--- config.mk ---
export PLATFORM = sky130hd
export DESIGN_NAME = isv_ease
export DESIGN_NICKNAME = d
export VERILOG_FILES = /design/src/rtl/core/isv_pkg.sv /design/src/rtl/core/isv_ease.sv
export SDC_FILE = /design/constraint.sdc
export NUM_CORES = 2
export LEC_CHECK = 0
export BUFFER_PORTS_ARGS = -buffer_cell sky130_fd_sc_hd__buf_2
export CELL_PAD_IN_SITES_DETAIL_PLACEMENT = 1
export CELL_PAD_IN_SITES_GLOBAL_PLACEMENT = 1
export CORE_ASPECT_RATIO = 0.9
export CORE_MARGIN = 2
export CORE_UTILIZATION = 55
export DETAILED_ROUTE_END_ITERATION = 6
export PLACE_DENSITY_LB_ADDON = 0.1
export SLEW_MARGIN = 10
export SYNTH_ARGS = -nofsm -noshare
export SYNTH_HDL_FRONTEND = slang
export SYNTH_SLANG_ARGS = --single-unit
--- constraint.sdc ---
create_clock -name clk_i -period 16.5 [get_ports clk_i]
set_input_delay 1.65 -clock clk_i [delete_from_list [all_inputs] [get_ports clk_i]]
set_output_delay 1.65 -clock clk_i [all_outputs]
set_load 0.02 [all_outputs]
--- src/rtl/core/isv_pkg.sv ---
// Package for the interpolated schedule value core: formats, config layout, pipeline types.
package isv_pkg;

  // Fixed-point formats
  localparam int VALUE_FRAC_BITS    = 16;
  localparam int PROGRESS_FRAC_BITS = 16;
  localparam int VALUE_W            = 32;
  localparam int PROG_W             = PROGRESS_FRAC_BITS + 1;

  // 1.0 in progress format
  localparam logic [PROG_W-1:0] PROG_ONE = {1'b1, {PROGRESS_FRAC_BITS{1'b0}}};

  // 0.1 in value format, rounded
  localparam int                 TENTH_INT = ((1 << VALUE_FRAC_BITS) + 5) / 10;
  localparam logic [VALUE_W-1:0] TENTH     = VALUE_W'(TENTH_INT);

  // Divider: quotient bits resolved per pipeline stage
  localparam int DIV_STEPS  = 4;
  localparam int DIV_STAGES = (PROGRESS_FRAC_BITS + DIV_STEPS - 1) / DIV_STEPS;

  // Front, divider, three ease stages, two blend stages
  localparam int LATENCY = DIV_STAGES + 6;

  // Product widths
  localparam int MUL_W  = 2 * PROG_W;
  localparam int PROD_W = VALUE_W + 1 + PROG_W + 1;

  // Config port
  localparam int CFG_IDX_W  = 3;
  localparam int CFG_DATA_W = (VALUE_W > PROG_W) ? VALUE_W : PROG_W;

  typedef enum logic [CFG_IDX_W-1:0] {
    REG_START_OFFSET     = 3'd0,
    REG_END_OFFSET       = 3'd1,
    REG_PRE_OFFSET_VALUE = 3'd2,
    REG_START_VALUE      = 3'd3,
    REG_END_VALUE        = 3'd4,
    REG_EVALUATION_VALUE = 3'd5,
    REG_CURVE_MODE       = 3'd6,
    REG_TIME_SOURCE      = 3'd7
  } isv_reg_e;

  typedef enum logic [1:0] {
    CURVE_LINEAR = 2'd0,
    CURVE_QUAD   = 2'd1,
    CURVE_CUBIC  = 2'd2
  } isv_curve_e;

  typedef struct packed {
    logic [PROG_W-1:0]  start_offset;
    logic [PROG_W-1:0]  end_offset;
    logic [VALUE_W-1:0] pre_offset_value;
    logic [VALUE_W-1:0] start_value;
    logic [VALUE_W-1:0] end_value;
    logic [VALUE_W-1:0] evaluation_value;
    logic [1:0]         curve_mode;
    logic               time_source;
  } isv_cfg_t;

  // Per-item flags that pick the final output source
  typedef struct packed {
    logic eval;
    logic pre;
  } isv_tag_t;

  // Divider stage payload
  typedef struct packed {
    isv_tag_t                      tag;
    logic                          byp;
    logic [PROG_W-1:0]             byp_p;
    logic [PROG_W-1:0]             rem;
    logic [PROG_W-1:0]             den;
    logic [PROGRESS_FRAC_BITS-1:0] quo;
  } isv_div_t;

  // Progress-format value travelling with its flags
  typedef struct packed {
    isv_tag_t          tag;
    logic [PROG_W-1:0] p;
  } isv_p_t;

endpackage

--- src/rtl/core/isv_ease.sv ---
// Ease curve: weight w from progress p in three multiplier stages.
module isv_ease import isv_pkg::*; (
  input  logic       clk_i,
  input  logic       rst_ni,
  input  logic [1:0] curve_mode_i,
  input  logic       valid_i,
  input  isv_p_t     p_i,
  output logic       valid_o,
  output isv_p_t     w_o
);

  // stage 1: q = 1 - p, q*q
  logic              v1_q;
  isv_tag_t          tag1_q;
  logic [PROG_W-1:0] p1_q, q1_q;
  logic [MUL_W-1:0]  qq1_q;
  logic [PROG_W-1:0] q_d;
  // stage 2: q2, q2*q
  logic              v2_q;
  isv_tag_t          tag2_q;
  logic [PROG_W-1:0] p2_q, q2_q;
  logic [MUL_W-1:0]  q2q_q;
  logic [PROG_W-1:0] q2_d;
  // stage 3: weight
  logic              v3_q;
  isv_p_t            w3_q;
  logic [PROG_W-1:0] qk;
  logic [MUL_W-1:0]  m;
  logic              ease_on;

  assign q_d     = PROG_ONE - p_i.p;
  assign q2_d    = qq1_q[PROGRESS_FRAC_BITS +: PROG_W];
  assign ease_on = (curve_mode_i == CURVE_QUAD) || (curve_mode_i == CURVE_CUBIC);

  always_comb begin
    qk = (curve_mode_i == CURVE_CUBIC) ? q2q_q[PROGRESS_FRAC_BITS +: PROG_W] : q2_q;
    m  = MUL_W'(PROG_ONE - qk) * MUL_W'(p2_q);
  end

  always_ff @(posedge clk_i or negedge rst_ni) begin
    if (!rst_ni) begin
      v1_q <= 1'b0;
      v2_q <= 1'b0;
      v3_q <= 1'b0;
    end else begin
      v1_q <= valid_i;
      v2_q <= v1_q;
      v3_q <= v2_q;
    end
  end

  always_ff @(posedge clk_i) begin
    tag1_q   <= p_i.tag;
    p1_q     <= p_i.p;
    q1_q     <= q_d;
    qq1_q    <= MUL_W'(q_d) * MUL_W'(q_d);
    tag2_q   <= tag1_q;
    p2_q     <= p1_q;
    q2_q     <= q2_d;
    q2q_q    <= MUL_W'(q2_d) * MUL_W'(q1_q);
    w3_q.tag <= tag2_q;
    w3_q.p   <= ease_on ? m[PROGRESS_FRAC_BITS +: PROG_W] : p2_q;
  end

  assign valid_o = v3_q;
  assign w_o     = w3_q;

endmodule

==> metrics.txt <==
status complete, no violations; Register Area 2560 um2; Cell Area, Synth 30800 um2; Starting Density 55.5%; Multi-input gate area 24500 um2; drt wl/cell 21.5 um; Total Routing Usage GR 32.2%; # Max-Cap Violations 0; Slew Limit Fails 0; grt total ovfl 0; Period minus WS final 10.20 ns; Max FO, Critical Path 41; post-synth cell types 84; highest-delay cell along the critical path xnor2_2; vias in the first global route 26409; CP Data Arrival Time 10.53 ns; Final Setup Violations 0; GPL Wtd Cong 0.903; IO Count 44; Longest Clk Path Bufs 2; CP max stage delay 0.86 ns; Detailed Routing Iterations Pass 1 5; YS warnings 0; Clock Latency Late Sink 0.46 ns; final period utilization 61.8%; Syn Area/Cell 9.27 um2; hold depth 0; Final WS setup 6.31 ns; CP Class in2reg; worst clock skew 0.00746 ns; layout cells sized above 1 4.49%; Critical Path Start Type input port; Primary FF master, synth dfxtp_1; number of antenna violations at the first check in global routing 4; Final Core Density 58.3%; RSZ-0062 raised after global routing no; post-CTS setup buffers 0; setup TNS 0 ns; cts hold-fix bufs 0; placed wire-length estimate 69600 um; crit path capture type flop; relative slew slack 21.8%; die width 253 um; Die Ht 229 um; reg-to-reg startpoint q2q_q[16]$_DFF_P_; CTS tree yes; vias per inst 5.41; largest net degree at the start of global routing 42; die area 57900 um2; Area growth syn-to-layout 5.02%; Clock transition at path regs 0.06 ns; CTS resizes 0; #FFs+latches synth 127; Async SR Flop Fraction 2.36%; I/O Buffers 43; first-pass GRT wire length 143000 um; final net count 4309; setup slack, reg-to-reg 8.29 ns; cell repeated most along the worst path fa_1; total core area 55500 um2; Sink Count 127; Vias 22071; Cells after Synth 3323; H-tree depth 4; DR DRC count 0; Worst Setup SP curve_mode_i[0]; clock root buffer clkbuf_16; antenna-violating nets left 0; fill cell count 6366; syn_nets 4329; Routed WL 87700 um; min-delay worst type reg2reg; EDFF count, synth 0; final hold vios 0; Slew @ Worst Pin 1.17 ns; post-place setup slack 5.71 ns; Max Freq 98.1 MHz; Critical Path RT 16.83 ns; R2R depth 26; TritonCTS buffer count 17; hold_sp p1_q[8]$_DFF_P_; Rows 82; Detailed Route Iter0 Violations 1026; sequential fraction of the synthesis area 8.30%
[cell usage in the layout (no fill, tap or decap), types with 28 or more instances in the layout]
cell	Yosys	routed
a21oi_1	42	42
nand2_1	405	405
and2_1	287	287
dfxtp_1	124	124
xnor2_1	72	70
nor2_1	103	103
xor2_1	35	34
nor3_1	28	28
o21ai_0	37	37
fa_1	695	695
ha_1	287	286
inv_1	875	875
buf_2	3	43
[flip-flops by register name, indices dropped and copies added, names as in the netlist]
signal   flops
valid_o      1
p2_q        17
p1_q        16
q2_q        17
v2_q         1
tag2_q       2
q1_q        16
v1_q         1
tag1_q       2
w_o         19
qq1_q       18
q2q_q       17
[worst max-delay path: cells and delay by family]
kind                       cells  cell delay, ns
adders and majority gates      9            4.44
AOI/OAI and AO/OA              7            1.54
and+or+nand+nor                5            1.14
xor gates and xnor gates       1            0.86
buffers and inverters          6            0.58
muxes                          1            0.28
[cell families after synthesis]
kind of cell | Yosys count | share of synthesized area [%]
AOI/OAI and AO/OA | 185 | 4.26
xor gates and xnor gates | 111 | 3.27
adders and majority gates | 982 | 56.8
buffers and inverters | 992 | 12.2
DFF | 127 | 8.30
muxes | 19 | 0.638
and+or+nand+nor | 907 | 14.5
[layer usage]
layer / vias to the layer above / share of wire [%] / global-route usage [%]
met1: 11695 / 42 / 42.5
met2: 565 / 50 / 55.7
met4: 0 / 2.8 / 9.80
met5: - / 0 / 0
met3: 165 / 4.6 / 3.92
li1: 9646 / - / -
[metrics by stage]
step / hold slack, ns / area, um2 / std cells
5_1_grt: 0.333 / 32400 / 4076
4_1_cts: 0.327 / 32300 / 4072
6_report: 0.325 / 32400 / 4076
3_3_place_gp: 0.310 / 31700 / 4040
2_1_floorplan: 0.310 / 30800 / 3323
3_5_place_dp: 0.313 / 31700 / 4040
[synthesized netlist by cell type, types with 14 or more instances]
library cell	number	area [um2]
o21ai_0	37	185
a21o_1	20	150
and2_1	287	1800
clkbuf_1	97	364
inv_1	875	3280
fa_1	695	13900
ha_1	287	3590
nor2b_1	16	100
nor3_1	28	140
xnor2_1	72	631
nor2_1	103	387
a21oi_1	42	210
dfxtp_1	124	2480
nand2_1	405	1520
nand2b_1	14	87.6
xor2_1	35	307
mux2i_1	17	170
[area by class of cell]
type,count,area share [%]
multi-input cells,2204,75.8
clock inverters,12,0.406
inverters,884,10.3
well taps,756,2.92
flip-flops and latches,127,7.90
repair buffers,69,1.27
diodes,4,0.0309
clock buffers,20,1.44
[worst paths after layout]
check / endpoint
worst min-delay path: p2_q[8]$_DFF_P_
worst max-delay path: w_o[16]$_DFF_P_
worst max register to register: w_o[16]$_DFF_P_
worst min register to register: p2_q[8]$_DFF_P_
min in group asynchronous: valid_o$_DFF_PN0_
max in group asynchronous: v1_q$_DFF_PN0_
Power is left out: the tool's default activity adds up to more than one toggle a clock period on the data nets, which glitch-free logic cannot reach.
