==> src/rtl/core/isv_pkg.sv <==
// Package for the interpolated schedule value core: formats, config layout, pipeline types.
package isv_pkg;

  // Fixed-point formats
  localparam int VALUE_FRAC_BITS    = 16;
  localparam int PROGRESS_FRAC_BITS = 16;
  localparam int VALUE_W            = 32;
  localparam int PROG_W             = PROGRESS_FRAC_BITS + 1;

  // 1.0 in progress format
  localparam logic [PROG_W-1:0] PROG_ONE = {1'b1, {PROGRESS_FRAC_BITS{1'b0}}};

  // 0.1 in value format, rounded
  localparam int                 TENTH_INT = ((1 << VALUE_FRAC_BITS) + 5) / 10;
  localparam logic [VALUE_W-1:0] TENTH     = VALUE_W'(TENTH_INT);

  // Divider: quotient bits resolved per pipeline stage
  localparam int DIV_STEPS  = 4;
  localparam int DIV_STAGES = (PROGRESS_FRAC_BITS + DIV_STEPS - 1) / DIV_STEPS;

  // Front, divider, three ease stages, two blend stages
  localparam int LATENCY = DIV_STAGES + 6;

  // Product widths
  localparam int MUL_W  = 2 * PROG_W;
  localparam int PROD_W = VALUE_W + 1 + PROG_W + 1;

  // Config port
  localparam int CFG_IDX_W  = 3;
  localparam int CFG_DATA_W = (VALUE_W > PROG_W) ? VALUE_W : PROG_W;

  typedef enum logic [CFG_IDX_W-1:0] {
    REG_START_OFFSET     = 3'd0,
    REG_END_OFFSET       = 3'd1,
    REG_PRE_OFFSET_VALUE = 3'd2,
    REG_START_VALUE      = 3'd3,
    REG_END_VALUE        = 3'd4,
    REG_EVALUATION_VALUE = 3'd5,
    REG_CURVE_MODE       = 3'd6,
    REG_TIME_SOURCE      = 3'd7
  } isv_reg_e;

  typedef enum logic [1:0] {
    CURVE_LINEAR = 2'd0,
    CURVE_QUAD   = 2'd1,
    CURVE_CUBIC  = 2'd2
  } isv_curve_e;

  typedef struct packed {
    logic [PROG_W-1:0]  start_offset;
    logic [PROG_W-1:0]  end_offset;
    logic [VALUE_W-1:0] pre_offset_value;
    logic [VALUE_W-1:0] start_value;
    logic [VALUE_W-1:0] end_value;
    logic [VALUE_W-1:0] evaluation_value;
    logic [1:0]         curve_mode;
    logic               time_source;
  } isv_cfg_t;

  // Per-item flags that pick the final output source
  typedef struct packed {
    logic eval;
    logic pre;
  } isv_tag_t;

  // Divider stage payload
  typedef struct packed {
    isv_tag_t                      tag;
    logic                          byp;
    logic [PROG_W-1:0]             byp_p;
    logic [PROG_W-1:0]             rem;
    logic [PROG_W-1:0]             den;
    logic [PROGRESS_FRAC_BITS-1:0] quo;
  } isv_div_t;

  // Progress-format value travelling with its flags
  typedef struct packed {
    isv_tag_t          tag;
    logic [PROG_W-1:0] p;
  } isv_p_t;

endpackage

==> src/rtl/core/isv_blend.sv <==
// Blend: start + floor((end - start) * w), then output source select.
module isv_blend import isv_pkg::*; (
  input  logic               clk_i,
  input  logic               rst_ni,
  input  isv_cfg_t           cfg_i,
  input  logic               valid_i,
  input  isv_p_t             w_i,
  output logic               valid_o,
  output logic [VALUE_W-1:0] value_o
);

  logic signed [VALUE_W:0]   diff_q;
  logic                      v1_q;
  isv_tag_t                  tag1_q;
  logic signed [PROD_W-1:0]  prod_q;
  logic signed [PROD_W-1:0]  prod_d;
  logic signed [PROD_W-1:0]  sh;
  logic signed [PROD_W:0]    sum;
  logic [VALUE_W-1:0]        ramp;
  logic [VALUE_W-1:0]        res_d;
  logic                      v2_q;
  logic [VALUE_W-1:0]        res_q;
  logic [PROD_W-VALUE_W+1:0] hi;

  // Span tracks the config registers
  always_ff @(posedge clk_i) begin
    diff_q <= $signed({cfg_i.end_value[VALUE_W-1], cfg_i.end_value})
            - $signed({cfg_i.start_value[VALUE_W-1], cfg_i.start_value});
  end

  assign prod_d = $signed({{(PROG_W+1){diff_q[VALUE_W]}}, diff_q})
                * $signed({{(VALUE_W+2){1'b0}}, w_i.p});

  // Floor shift, add start, clamp to the value range
  always_comb begin
    sh   = prod_q >>> PROGRESS_FRAC_BITS;
    sum  = $signed({{(PROD_W-VALUE_W+1){cfg_i.start_value[VALUE_W-1]}}, cfg_i.start_value})
         + $signed({sh[PROD_W-1], sh});
    hi   = sum[PROD_W:VALUE_W-1];
    if ((&hi) || !(|hi)) begin
      ramp = sum[VALUE_W-1:0];
    end else if (sum[PROD_W]) begin
      ramp = {1'b1, {(VALUE_W-1){1'b0}}};
    end else begin
      ramp = {1'b0, {(VALUE_W-1){1'b1}}};
    end
    priority if (tag1_q.eval) begin
      res_d = cfg_i.evaluation_value;
    end else if (tag1_q.pre) begin
      res_d = cfg_i.pre_offset_value;
    end else begin
      res_d = ramp;
    end
  end

  always_ff @(posedge clk_i or negedge rst_ni) begin
    if (!rst_ni) begin
      v1_q <= 1'b0;
      v2_q <= 1'b0;
    end else begin
      v1_q <= valid_i;
      v2_q <= v1_q;
    end
  end

  always_ff @(posedge clk_i) begin
    tag1_q <= w_i.tag;
    prod_q <= prod_d;
    res_q  <= res_d;
  end

  assign valid_o = v2_q;
  assign value_o = res_q;

endmodule

==> config.mk <==
export PLATFORM = sky130hd
export DESIGN_NAME = isv_blend
export DESIGN_NICKNAME = d
export VERILOG_FILES = /design/src/rtl/core/isv_pkg.sv /design/src/rtl/core/isv_blend.sv
export SDC_FILE = /design/constraint.sdc
export NUM_CORES = 2
export LEC_CHECK = 0
export ABC_AREA = 1
export BUFFER_PORTS_ARGS = -buffer_cell sky130_fd_sc_hd__buf_2
export CAP_MARGIN = 10
export CORE_MARGIN = 1.5
export CORE_UTILIZATION = 50
export CTS_BUF_LIST = sky130_fd_sc_hd__clkbuf_8
export DETAILED_ROUTE_END_ITERATION = 10
export PLACE_DENSITY = 0.68
export SETUP_SLACK_MARGIN = 0.1
export SYNTH_ARGS = -nofsm -noshare
export SYNTH_HDL_FRONTEND = slang
export SYNTH_SLANG_ARGS = --single-unit
==> constraint.sdc <==
create_clock -name clk_i -period 13.7 [get_ports clk_i]
set_clock_uncertainty 0.05 [all_clocks]
set_input_delay 2.055 -clock clk_i [delete_from_list [all_inputs] [get_ports clk_i]]
set_output_delay 2.055 -clock clk_i [all_outputs]
set_load 0.01 [all_outputs]
==> run_results.csv <==
group,metric,value,unit
outcome,run_status,"completed",
yosys,synth_area_leader_cell,"sky130_fd_sc_hd__fa_1",
die,design.portCount,220,
yosys,postSynthNetCount,4570,
yosys,synthesis.instances,3663,
timing,fmaxAchievable,0.122,GHz
setup_path,critical-path-max-stage-delay,920,ps
timing,rsz0062_at_grt,"false",
die,die_area,0.0557,mm²
global_routing,antenna_found_initial,2,
cells_and_area,multi_input_area,0.0207,mm²
cells_and_area,n_fill_cell,5233,
placed_design,global_placement_routability_congestion,0.944,
timing,fin_crit,8230,ps
timing,final_min_period_over_clock_period,60.1,%
clock_network,cts_sinks,104,
detailed_routing,post-route-drc-count,0,
detailed_routing,antenna_violating_nets_post_route,0,
detailed_routing,routed_vias,22200,
global_routing,grt_first_pass_wirelength,118,mm
setup_path,critPathSlowestCell,"sky130_fd_sc_hd__fa_1",
clock_network,tritoncts.num_buffers,9,
detailed_routing,vias_per_cell,5.02,
setup_path,worstSetupEndpointType,"flop",
die,chipWidth,236,µm
cells_and_area,area.sequential,0.00209,mm²
clock_network,post_cts.repair.setup_buffers,0,
placed_design,port-buffer-count,182,
setup_path,cp_data_arrival_time,8510,ps
setup_path,worst_setup_path_start_kind,"primary input",
detailed_routing,drtIter0Drc,1635,
yosys,yosys_register_bits,104,
clock_network,cts_tree,"built",
die,floorplan.die.height,236,µm
timing,timing.final.max_slew_violations,0,
die,initial_util,50.6,%
setup_path,rrSetupSlack,7080,ps
die,rows,85,
die,core-area,0.0537,mm²
yosys,avgSynthCellArea,7.42,µm²
setup_path,worstPathMaxFanout,33,
clock_network,postCtsHoldBufs,0,
yosys,synthFlopType,"sky130_fd_sc_hd__dfxtp_1",
setup_path,worst-setup-path-type,"primary input to flop",
global_routing,track_usage,26.9,%
clock_network,clock_latency,410,ps
detailed_routing,drt_pre_antenna_iters,7,
yosys,syn-cell-area,0.0272,mm²
yosys,yosys_warnings,0,
detailed_routing,detail_route.wirelength,71.6,mm
setup_path,cp_top_family,"adder cells",
yosys,synth-async-reset-ratio,1.92,%
cells_and_area,area_growth,5.51,%
setup_path,worst-endpoint-required,13980,ps
yosys,synth_sequential_area_ratio,7.70,%
global_routing,grt_overflow_total,0,
setup_path,worst_path_cell_chain,"buf_2 -> nand2_1 -> fa_1 -> inv_1 -> fa_1 -> fa_1 -> fa_1 -> fa_1 -> inv_1 -> fa_1 -> inv_1 -> ha_1 -> nand2_1 -> nor2_1 -> inv_1 -> nor4_1 -> nand2_1 -> o211ai_1 -> xor2_1",
yosys,post_synth_edffs,0,
placed_design,detailedPlacementHpwl,58.2,mm
clock_network,cts_buffer_depth,2,
worst_hold_path,min-delay-path-class,"flop to flop",
yosys,synth_top_cells_by_area,"sky130_fd_sc_hd__fa_1, sky130_fd_sc_hd__inv_1, sky130_fd_sc_hd__nand2_1",
cells_and_area,drive_above_1_share,7.35,%
timing,setup_violations,0,
yosys,yosys.cell_count.top_type,"sky130_fd_sc_hd__inv_1",
global_routing,via_count_of_the_first_global_routing_pass,23100,
timing,totalNegativeSetupSlack,0,ps
yosys,synth.top_cell.area_share,39.5,%
clock_network,root_buffer,"sky130_fd_sc_hd__clkbuf_8",
setup_path,timing.critical_path.buf_inv,5,
yosys,netlist_top_cells_count,"sky130_fd_sc_hd__inv_1, sky130_fd_sc_hd__nand2_1, sky130_fd_sc_hd__fa_1",
cells_and_area,nNetsFinal,4632,
detailed_routing,routedWlPerCell,16.2,µm
global_routing,grt_max_degree,65,
clock_network,cts-htree-levels,3,
setup_path,library_cell_appearing_most_often_on_the_critical_path,"sky130_fd_sc_hd__fa_1",
timing,max_slew_margin,33.8,%
job,drv_cap,0,
timing,tightestPinTransition,991,ps
yosys,synth.lib_cells_used.distinct,42,
clock_network,cts_repair_resize_count,0,
timing,timing_hold_violations_final,0,
clock_network,worst_setup_hold_path_clk_slew,110,ps
cell families (layout without fill, tap and decap cells):
kind of cell,Yosys count,in the layout,synth area share [%]
xor gates and xnor gates,96,96,3.09
DFF,104,104,7.70
other,0,2,0
buffers and inverters,1166,1231,16.3
adders and majority gates,720,720,48.0
and+or+nand+nor,1300,1300,19.2
AOI/OAI and AO/OA,277,277,5.77
final timing paths:
check / from / endpoint / cells past startpoint
max in group asynchronous: rst_ni / v1_q / 1
worst min register to register: v1_q / valid_o / 0
min in group asynchronous: rst_ni / valid_o / 1
worst max register to register: diff_q[18] / prod_q[47] / 19
worst min-delay path: v1_q / valid_o / 0
worst max-delay path: w_i[4] / prod_q[43] / 19
area by class of cell:
| type | count | area share [%] |
|---|---|---|
| Multi-Input combinational cell | 2393 | 72.1 |
| Inverter | 1016 | 13.3 |
| Sequential cell | 104 | 7.30 |
| Timing Repair Buffer | 201 | 3.68 |
| Tap cell | 696 | 3.04 |
| Clock buffer | 9 | 0.432 |
| Clock inverter | 5 | 0.179 |
| Antenna cell | 2 | 0.0175 |
cells in the final DEF (no fill, tap or decap), types with 14 or more instances in the layout:
master / instances
sky130_fd_sc_hd__nand3_1: 44
sky130_fd_sc_hd__inv_2: 14
sky130_fd_sc_hd__nand2_1: 997
sky130_fd_sc_hd__nor3_1: 20
sky130_fd_sc_hd__fa_1: 536
sky130_fd_sc_hd__ha_1: 184
sky130_fd_sc_hd__o21bai_1: 14
sky130_fd_sc_hd__nor2_1: 176
sky130_fd_sc_hd__o21ai_0: 57
sky130_fd_sc_hd__inv_1: 1004
sky130_fd_sc_hd__xnor2_1: 39
sky130_fd_sc_hd__buf_2: 182
sky130_fd_sc_hd__buf_4: 19
sky130_fd_sc_hd__a31oi_1: 15
sky130_fd_sc_hd__xor2_1: 57
sky130_fd_sc_hd__dfxtp_1: 101
sky130_fd_sc_hd__nand3_2: 23
sky130_fd_sc_hd__a21oi_1: 140
registers in the layout (all words and copies together), names as in the netlist:
register and flops:
prod_q 35, valid_o 1, tag1_q 2, diff_q 33, v1_q 1, value_o 32
metrics by stage:
step	area (µm²)	setup WS, ps	std cells	util [%]	hold slack, ps
4_1_cts	28700	5560	4424	53.4	313
6_report	28700	5470	4426	53.4	310
5_1_grt	28700	5220	4426	53.4	327
2_1_floorplan	27200	6210	3663	-	281
3_5_place_dp	28500	5140	4410	53.0	287
3_3_place_gp	28500	5150	4410	53.0	286
routing by layer:
metal	track usage (%)	wire length [µm]	vias to the layer above
li1	-	-	10600
met1	34.7	29800	10800
met2	47.6	35500	700
met3	2.62	4130	133
met4	7.96	2170	0
met5	0	0	-
Power is not shown: default switching activity piles up to over one toggle a cycle in this logic, so the estimate is an artifact.
