$ cat config.mk
export PLATFORM = sky130hd
export DESIGN_NAME = isv_divider
export DESIGN_NICKNAME = d
export VERILOG_FILES = /design/src/rtl/core/isv_pkg.sv /design/src/rtl/core/isv_divider.sv
export SDC_FILE = /design/constraint.sdc
export NUM_CORES = 1
export LEC_CHECK = 0
export ABC_AREA = 1
export BUFFER_PORTS_ARGS = -buffer_cell sky130_fd_sc_hd__buf_2
export CORE_MARGIN = 5
export CORE_UTILIZATION = 40
export DETAILED_ROUTE_END_ITERATION = 8
export GPL_TIMING_DRIVEN = 0
export PLACE_DENSITY = 0.62
export SLEW_MARGIN = 25
export SYNTH_ARGS = -nofsm -noshare
export SYNTH_HDL_FRONTEND = slang
export SYNTH_SLANG_ARGS = --single-unit
$ cat constraint.sdc
create_clock -name clk_i -period 14.95 [get_ports clk_i]
set_input_delay 2.99 -clock clk_i [delete_from_list [all_inputs] [get_ports clk_i]]
set_output_delay 2.99 -clock clk_i [all_outputs]
set_load 0.01 [all_outputs]
$ cat src/rtl/core/isv_pkg.sv
// Package for the interpolated schedule value core: formats, config layout, pipeline types.
package isv_pkg;

  // Fixed-point formats
  localparam int VALUE_FRAC_BITS    = 16;
  localparam int PROGRESS_FRAC_BITS = 16;
  localparam int VALUE_W            = 32;
  localparam int PROG_W             = PROGRESS_FRAC_BITS + 1;

  // 1.0 in progress format
  localparam logic [PROG_W-1:0] PROG_ONE = {1'b1, {PROGRESS_FRAC_BITS{1'b0}}};

  // 0.1 in value format, rounded
  localparam int                 TENTH_INT = ((1 << VALUE_FRAC_BITS) + 5) / 10;
  localparam logic [VALUE_W-1:0] TENTH     = VALUE_W'(TENTH_INT);

  // Divider: quotient bits resolved per pipeline stage
  localparam int DIV_STEPS  = 4;
  localparam int DIV_STAGES = (PROGRESS_FRAC_BITS + DIV_STEPS - 1) / DIV_STEPS;

  // Front, divider, three ease stages, two blend stages
  localparam int LATENCY = DIV_STAGES + 6;

  // Product widths
  localparam int MUL_W  = 2 * PROG_W;
  localparam int PROD_W = VALUE_W + 1 + PROG_W + 1;

  // Config port
  localparam int CFG_IDX_W  = 3;
  localparam int CFG_DATA_W = (VALUE_W > PROG_W) ? VALUE_W : PROG_W;

  typedef enum logic [CFG_IDX_W-1:0] {
    REG_START_OFFSET     = 3'd0,
    REG_END_OFFSET       = 3'd1,
    REG_PRE_OFFSET_VALUE = 3'd2,
    REG_START_VALUE      = 3'd3,
    REG_END_VALUE        = 3'd4,
    REG_EVALUATION_VALUE = 3'd5,
    REG_CURVE_MODE       = 3'd6,
    REG_TIME_SOURCE      = 3'd7
  } isv_reg_e;

  typedef enum logic [1:0] {
    CURVE_LINEAR = 2'd0,
    CURVE_QUAD   = 2'd1,
    CURVE_CUBIC  = 2'd2
  } isv_curve_e;

  typedef struct packed {
    logic [PROG_W-1:0]  start_offset;
    logic [PROG_W-1:0]  end_offset;
    logic [VALUE_W-1:0] pre_offset_value;
    logic [VALUE_W-1:0] start_value;
    logic [VALUE_W-1:0] end_value;
    logic [VALUE_W-1:0] evaluation_value;
    logic [1:0]         curve_mode;
    logic               time_source;
  } isv_cfg_t;

  // Per-item flags that pick the final output source
  typedef struct packed {
    logic eval;
    logic pre;
  } isv_tag_t;

  // Divider stage payload
  typedef struct packed {
    isv_tag_t                      tag;
    logic                          byp;
    logic [PROG_W-1:0]             byp_p;
    logic [PROG_W-1:0]             rem;
    logic [PROG_W-1:0]             den;
    logic [PROGRESS_FRAC_BITS-1:0] quo;
  } isv_div_t;

  // Progress-format value travelling with its flags
  typedef struct packed {
    isv_tag_t          tag;
    logic [PROG_W-1:0] p;
  } isv_p_t;

endpackage

$ cat src/rtl/core/isv_divider.sv
// Pipelined restoring divider: a few quotient bits per stage.
module isv_divider import isv_pkg::*; (
  input  logic     clk_i,
  input  logic     rst_ni,
  input  logic     valid_i,
  input  isv_div_t div_i,
  output logic     valid_o,
  output isv_p_t   p_o
);

  logic     vld [DIV_STAGES+1];
  isv_div_t st  [DIV_STAGES+1];

  assign vld[0] = valid_i;
  assign st[0]  = div_i;

  for (genvar s = 0; s < DIV_STAGES; s++) begin : g_stage
    isv_div_t nxt;

    // Shift, compare, subtract for each quotient bit of this stage
    always_comb begin
      logic [PROG_W:0] sh;
      sh  = '0;
      nxt = st[s];
      for (int k = 0; k < DIV_STEPS; k++) begin
        if (s * DIV_STEPS + k < PROGRESS_FRAC_BITS) begin
          sh = {nxt.rem, 1'b0};
          if (sh >= {1'b0, nxt.den}) begin
            nxt.rem = PROG_W'(sh - {1'b0, nxt.den});
            nxt.quo = {nxt.quo[PROGRESS_FRAC_BITS-2:0], 1'b1};
          end else begin
            nxt.rem = sh[PROG_W-1:0];
            nxt.quo = {nxt.quo[PROGRESS_FRAC_BITS-2:0], 1'b0};
          end
        end
      end
    end

    always_ff @(posedge clk_i or negedge rst_ni) begin
      if (!rst_ni) begin
        vld[s+1] <= 1'b0;
      end else begin
        vld[s+1] <= vld[s];
      end
    end

    always_ff @(posedge clk_i) begin
      st[s+1] <= nxt;
    end
  end

  // Quotient, or the bypass value for saturated and offset-free items
  assign valid_o = vld[DIV_STAGES];
  assign p_o.tag = st[DIV_STAGES].tag;
  assign p_o.p   = st[DIV_STAGES].byp ? st[DIV_STAGES].byp_p
                                      : {1'b0, st[DIV_STAGES].quo};

endmodule

==> metrics, run 1 <==
Crit path arrival time=11,150 ps; count leader, synth=nand2_1; met3 Track Usage GR=1.76%; most used cell, CP=nand2_1; critical path's top delay family=simple AND/OR/NAND/NOR gates; initial drt markers=1,139; Synth top cells by count=nand2_1 (867), inv_1 (354), ha_1 (259); Synth Flop Type=dfxtp_1; dominant cells by area after synthesis=dfxtp_1 (22%), nand2_1 (16%), ha_1 (16%), inv_1 (6.6%), a21oi_1 (6.0%); routability cong.=0.917; total congestion overflow=0; synthesis-to-finish area growth=10.3%; Slew headroom=46.5%; Routed WL=55.0 mm; worst slew pin tran=803 ps; max-slew violation count=0; synthesis-stage register bit count=226; hold path start=g_stage[3].nxt[64]$_DFF_P_; CTS clk-pin slew, worst paths=70 ps; Die Span X=235 um; crit-path max cell delay=450 ps; Synth Instances=2,988; Initial Util=40.4%; port bufs=76; reg2reg end=st[112]$_DFF_P_; first-pass GRT wire length=89.5 mm; final antenna-violating net count=0; type of origin of the critical path=input pin; routed len/inst=14.5 um; All-Layer GR Usage=19.3%; vias in the first global route=17,843; CP required=15,400 ps; total of max-cap violations=0; Num CTS Buffers=25; status=finished, final reports clean; Max FO, Critical Path=10; Netlist cell types=62; clk_lat worst skew=560 ps; largest net degree at the start of global routing=16; htree depth=1; CP Class=in -> reg; min Tclk post-route=10,700 ps; Critical Path End Type=flop; # Post-CTS Setup Buffers=0; RSZ-0062 raised after global routing=false; launch point of the worst reg-to-reg path=g_stage[2].nxt[29]$_DFF_P_; number of synthesized flops with an enable pin=0; dpl cell area=0.0214 mm2; Final Skew=10.2 ps; CTS root buf=clkbuf_16; core area=0.0501 mm2; vias per cell=4.96; Async SR Flop Fraction=1.77%; achievable frequency=0.0935 GHz; area share of the largest cell type after synthesis=22.0%; CTS Buffer Depth=3; slowest CP cell=a21oi_2; drt first pass iters=5; GR Util met1=26.6%; mean post-synth cell area=6.76 um2; ANT cells=0; I/O pins=93; grt met2 use=32.7%; Setup violations, final=0; TNS Setup=0 ps; worst path bufs/invs=10; hold-critical path depth=0; Layout Nets=3,427; fillers=5,316; Top Usage Layer GRT=met2; initial antenna violation count=1; Hold Path Class=reg -> reg; R2R setup slack=5850 ps; Layout Cell Area excl Fill=0.0223 mm2; Worst Reg-to-Reg Cells=52; Resize count post-CTS=0; Synth area leader=dfxtp_1; hpwl dp=46.3 mm; Die Height=235 um; final hold vios=0; Synthesis Warnings=0; area of the mapped netlist=0.0202 mm2; Post-Syn Nets=3,324; Residual DRC=0; Period Utilization, post-route=71.6%; area of the die=0.0551 mm2; share of cells above drive strength 1=8.39%; via count=18,770; sequential fraction of the synthesis area=22.5%; Clock Sinks=226; CTS tree=done; CTS Hold Bufs=0; hold path endpoint=st[64]$_DFF_P_; Core Rows=82
worst max-delay path by stage:
stage               startpoint              end  slack (ps)  cells past startpoint
floorplan            div_i[16]  st[256]$_DFF_P_        5430                     54
global placement     div_i[25]  st[255]$_DFF_P_        3760                     54
detailed placement   div_i[23]  st[255]$_DFF_P_        3770                     53
CTS                  div_i[28]  st[255]$_DFF_P_        4340                     55
global route         div_i[25]  st[257]$_DFF_P_        3470                     54
finish               div_i[23]  st[255]$_DFF_P_        4250                     54
routing by layer:
layer  vias to the layer above  share of wire [%]
li1                      10057                  -
met1                      8309                 49
met2                       324                 45
met3                        80                3.9
met4                         0                2.5
met5                         -                  0
sequential cells by signal, summed over array words and instances, names as in the netlist:
signal,flops
p_o,2
st,109
valid_o,1
vld,3
g_stage.nxt,111
cell type report:
cell class | instances | area [um2] | share of cell area (%)
sequential | 226 | 4540 | 20.4
timing repair buffer | 76 | 380 | 1.71
inverter | 366 | 1390 | 6.22
tap | 672 | 841 | 3.77
clock buffer | 32 | 712 | 3.19
multi-input combinational | 2350 | 14000 | 62.7
clock inverter | 14 | 155 | 0.696
buffer | 46 | 304 | 1.36
through the flow:
| stage | worst slack [ps] | instances | util (%) | hold WS [ps] |
|---|---|---|---|---|
| floorplan | 5430 | 2988 | - | 310 |
| global placement | 3760 | 3736 | 42.8 | 310 |
| detailed placement | 3770 | 3736 | 42.8 | 312 |
| CTS | 4340 | 3782 | 44.5 | 321 |
| global route | 3470 | 3782 | 44.5 | 328 |
| finish | 4250 | 3782 | 44.5 | 319 |
cells in the final DEF, fill, tap and decap left out, types with 6 or more instances in the layout:
master     synthesis  final
buf_2             18     94
buf_4             13     13
xor2_1           114    114
clkbuf_8           0      6
xnor2_1           92     92
inv_2              7      7
a21oi_1          244    244
a21o_1            22     22
o21ai_0          167    167
or2_2             15     15
nand3_1          146    146
clkinv_2           0      6
clkbuf_1           7      8
inv_1            354    354
mux2_2            16     16
nor2_4             6      6
a31oi_1           13     13
o21ai_1           44     44
o211ai_1           8      8
nand2_1          867    867
clkbuf_16          0     25
nand4_1           30     30
ha_1             259    259
nand2_2           22     22
a21boi_0          10     10
dfxtp_1          222    222
nand3b_1          14     14
nor2_1           152    152
o21bai_1          11     11
a211oi_1           7      7
nor3_1            23     23
buf_6              8      8
cells by family (layout without fill, tap and decap cells):
logic type	after synthesis	in the layout	share of synthesized area, %
AO/OA/AOI/OAI	555	555	15.1
XOR/XNOR	206	206	8.93
adder cells (fa/ha/maj)	263	263	16.4
buffers and inverters	412	534	8.37
flip-flops	226	226	22.5
multiplexers	16	16	0.892
AND/OR/NAND/NOR	1310	1310	27.8
Power of run 1 is left out: the tool's default activity adds up to more than one toggle a clock period on the data nets, which glitch-free logic cannot reach.
==> run 2, diff against run 1 <==
--- a/config.mk
+++ b/config.mk
@@ -5,7 +5,7 @@
 export SDC_FILE = /design/constraint.sdc
 export NUM_CORES = 1
 export LEC_CHECK = 0
-export ABC_AREA = 1
+export ABC_AREA = 0
 export BUFFER_PORTS_ARGS = -buffer_cell sky130_fd_sc_hd__buf_2
 export CORE_MARGIN = 5
 export CORE_UTILIZATION = 40
==> constraint.sdc (replaced) <==
create_clock -name clk_i -period 10.49 [get_ports clk_i]
set_input_delay 2.098 -clock clk_i [delete_from_list [all_inputs] [get_ports clk_i]]
set_output_delay 2.098 -clock clk_i [all_outputs]
set_load 0.01 [all_outputs]
==> run 2 against run 1 <==
Effect of this change: clock-buffer cell count shrank 2; design area grew 8.5%; clock skew grew 13 ps; critical path type unchanged; sequential cell count is the same; via count shrank 3.1%; the run now ends with negative setup slack left; utilization grew 4.9 points; synthesized cell count shrank 23%; die area shrank 2.1%.
==> metrics, run 2 <==
status=finished with violations; violated checks=negative setup slack; number of synthesized flops with an enable pin=0; Slew headroom=43.7%; met2 WL=27.4 mm; routability cong.=0.903; Clock Sinks=226; largest net degree at the start of global routing=14; core area=0.0490 mm2; Die Span X=232 um; hpwl dp=45.1 mm; Die Height=232 um; Critical Path End Type=flop; non-filler cells, final=3,208; initial antenna violation count=1; vias per cell=5.67; final setup margin=-271 ps; Core Rows=81; Post-Syn Nets=2,633; final hold vios=0; Async SR Flop Fraction=1.77%; cell count after placement=3,037; Netlist cell types=103; mean post-synth cell area=8.60 um2; Routed WL=58.9 mm; area share of the largest cell type after synthesis=22.5%; fillers=4,510; Synthesis Warnings=0; type of origin of the critical path=input pin; area of the mapped netlist=0.0198 mm2; CTS clk-pin slew, worst paths=60 ps; CP required=10,910 ps; Largest register FFs=111; min Tclk post-route=10,760 ps; port bufs=76; Synth area leader=dfxtp_1; Residual DRC=0; Max Used Layer=met4; CTS root buf=clkbuf_16; max-slew violation count=0; share of cells above drive strength 1=25.9%; routed len/inst=18.3 um; footprint of the multi-input gates=0.0154 mm2; Setup violations, final=16; crit-path max cell delay=540 ps; synthesis-to-finish area growth=22.3%; total of max-cap violations=0; Synth top cells by count=ha_1 (259), dfxtp_1 (222), a21oi_1 (160), nor2_1 (160), mux2_2 (150); via count=18,185; All-Layer GR Usage=20.7%; count leader, synth=ha_1; CP Class=in -> reg; sequential fraction of the synthesis area=23.0%; most used cell, CP=buf_4; Synth Instances=2,297; Period Utilization, post-route=103%; I/O pins=93; slowest CP cell=or4b_4; most frequent cells in the layout=ha_1 (221), dfxtp_1 (219), nor2_1 (156), a21oi_1 (147), mux2_2 (145); CTS tree=done; first-pass GRT wire length=92.0 mm; Final Skew=23.2 ps; Max FO, Critical Path=10; Crit path arrival time=11,180 ps; FF/Latch Area=0.00455 mm2; total congestion overflow=0; htree depth=1; ANT cells=0; RSZ-0062 raised after global routing=true; met3 wire length=2.91 mm; drt first pass iters=7; synthesis-stage register bit count=226; Hold Slack=322 ps; clk_lat worst skew=560 ps; commonest non-fill, non-tap cell in the layout=ha_1; CTS Buffer Depth=3; dominant cells by area after synthesis=dfxtp_1 (22%), ha_1 (16%), mux2_2 (8.5%), xnor2_1 (5.2%), a21oi_1 (4.1%); TNS Setup=-3620 ps; Initial Util=40.4%; Synth Flop Type=dfxtp_1; Num CTS Buffers=26; worst slew pin tran=844 ps; area of the die=0.0540 mm2; Hold Path Class=reg -> reg; Layout Nets=2,863; final antenna-violating net count=0; initial drt markers=1,265; wl on met1=26.9 mm; vias in the first global route=17,538; achievable frequency=0.0929 GHz
## run 2: metal layers
layer | vias up | GRT usage, %
li1 | 8917 | -
met1 | 8626 | 27.8
met2 | 519 | 35.0
met3 | 123 | 2.43
met4 | 0 | 6.41
met5 | - | 0
## run 2: worst max-delay path, delay by kind of cell
kind,cells,cell delay [ps]
AOI/OAI and AO/OA,15,3250
and+or+nand+nor,11,2630
buffers and inverters,14,1540
adders and majority gates,5,1010
muxes,2,620
## run 2: path summary, 6_finish.rpt
kind,startpoint,end,slack (ps),depth (start not counted)
max in group asynchronous,rst_ni,vld[1]$_DFF_PN0_,9040,1
setup / recovery,div_i[17],st[251]$_DFF_P_,-270,47
setup reg to reg,g_stage[3].nxt[16]$_DFF_P_,st[0]$_DFF_P_,180,42
hold reg to reg,g_stage[3].nxt[64]$_DFF_P_,st[64]$_DFF_P_,320,0
hold / removal,g_stage[3].nxt[64]$_DFF_P_,st[64]$_DFF_P_,320,0
min in group asynchronous,rst_ni,valid_o$_DFF_PN0_,1330,1
## run 2: kinds of logic after synthesis
family / share of synthesized area, %
xor+xnor: 7.67
fa+ha+maj: 16.8
mux: 10.6
compound gates: 23.0
simple gates: 14.8
flops: 23.0
buf+inv: 4.17
## run 2: cell type report
class / count / area share, %
well taps: 664 / 3.44
clock inverters: 15 / 0.864
repair buffers: 204 / 5.97
inverters: 151 / 2.67
plain buffers: 37 / 1.56
flip-flops and latches: 226 / 18.8
multi-input cells: 1881 / 63.8
clock buffers: 30 / 2.84
## run 2: repair_timing
item,CTS,global route
setup endpoints to repair,55,55
gates resized for setup,120,131
setup buffers,87,48
pin swaps,31,62
gates cloned,2,0
hold buffers,0,0
## run 2: per-stage QoR
stage / setup slack (ps) / util (%) / area (um2)
floorplan: -187 / - / 20000
global placement: -1870 / 43.3 / 21200
detailed placement: -1970 / 43.3 / 21200
CTS: -206 / 47.7 / 23300
global route: -536 / 49.4 / 24200
finish: -271 / 49.4 / 24200
Power of run 2 is left out for the same reason.
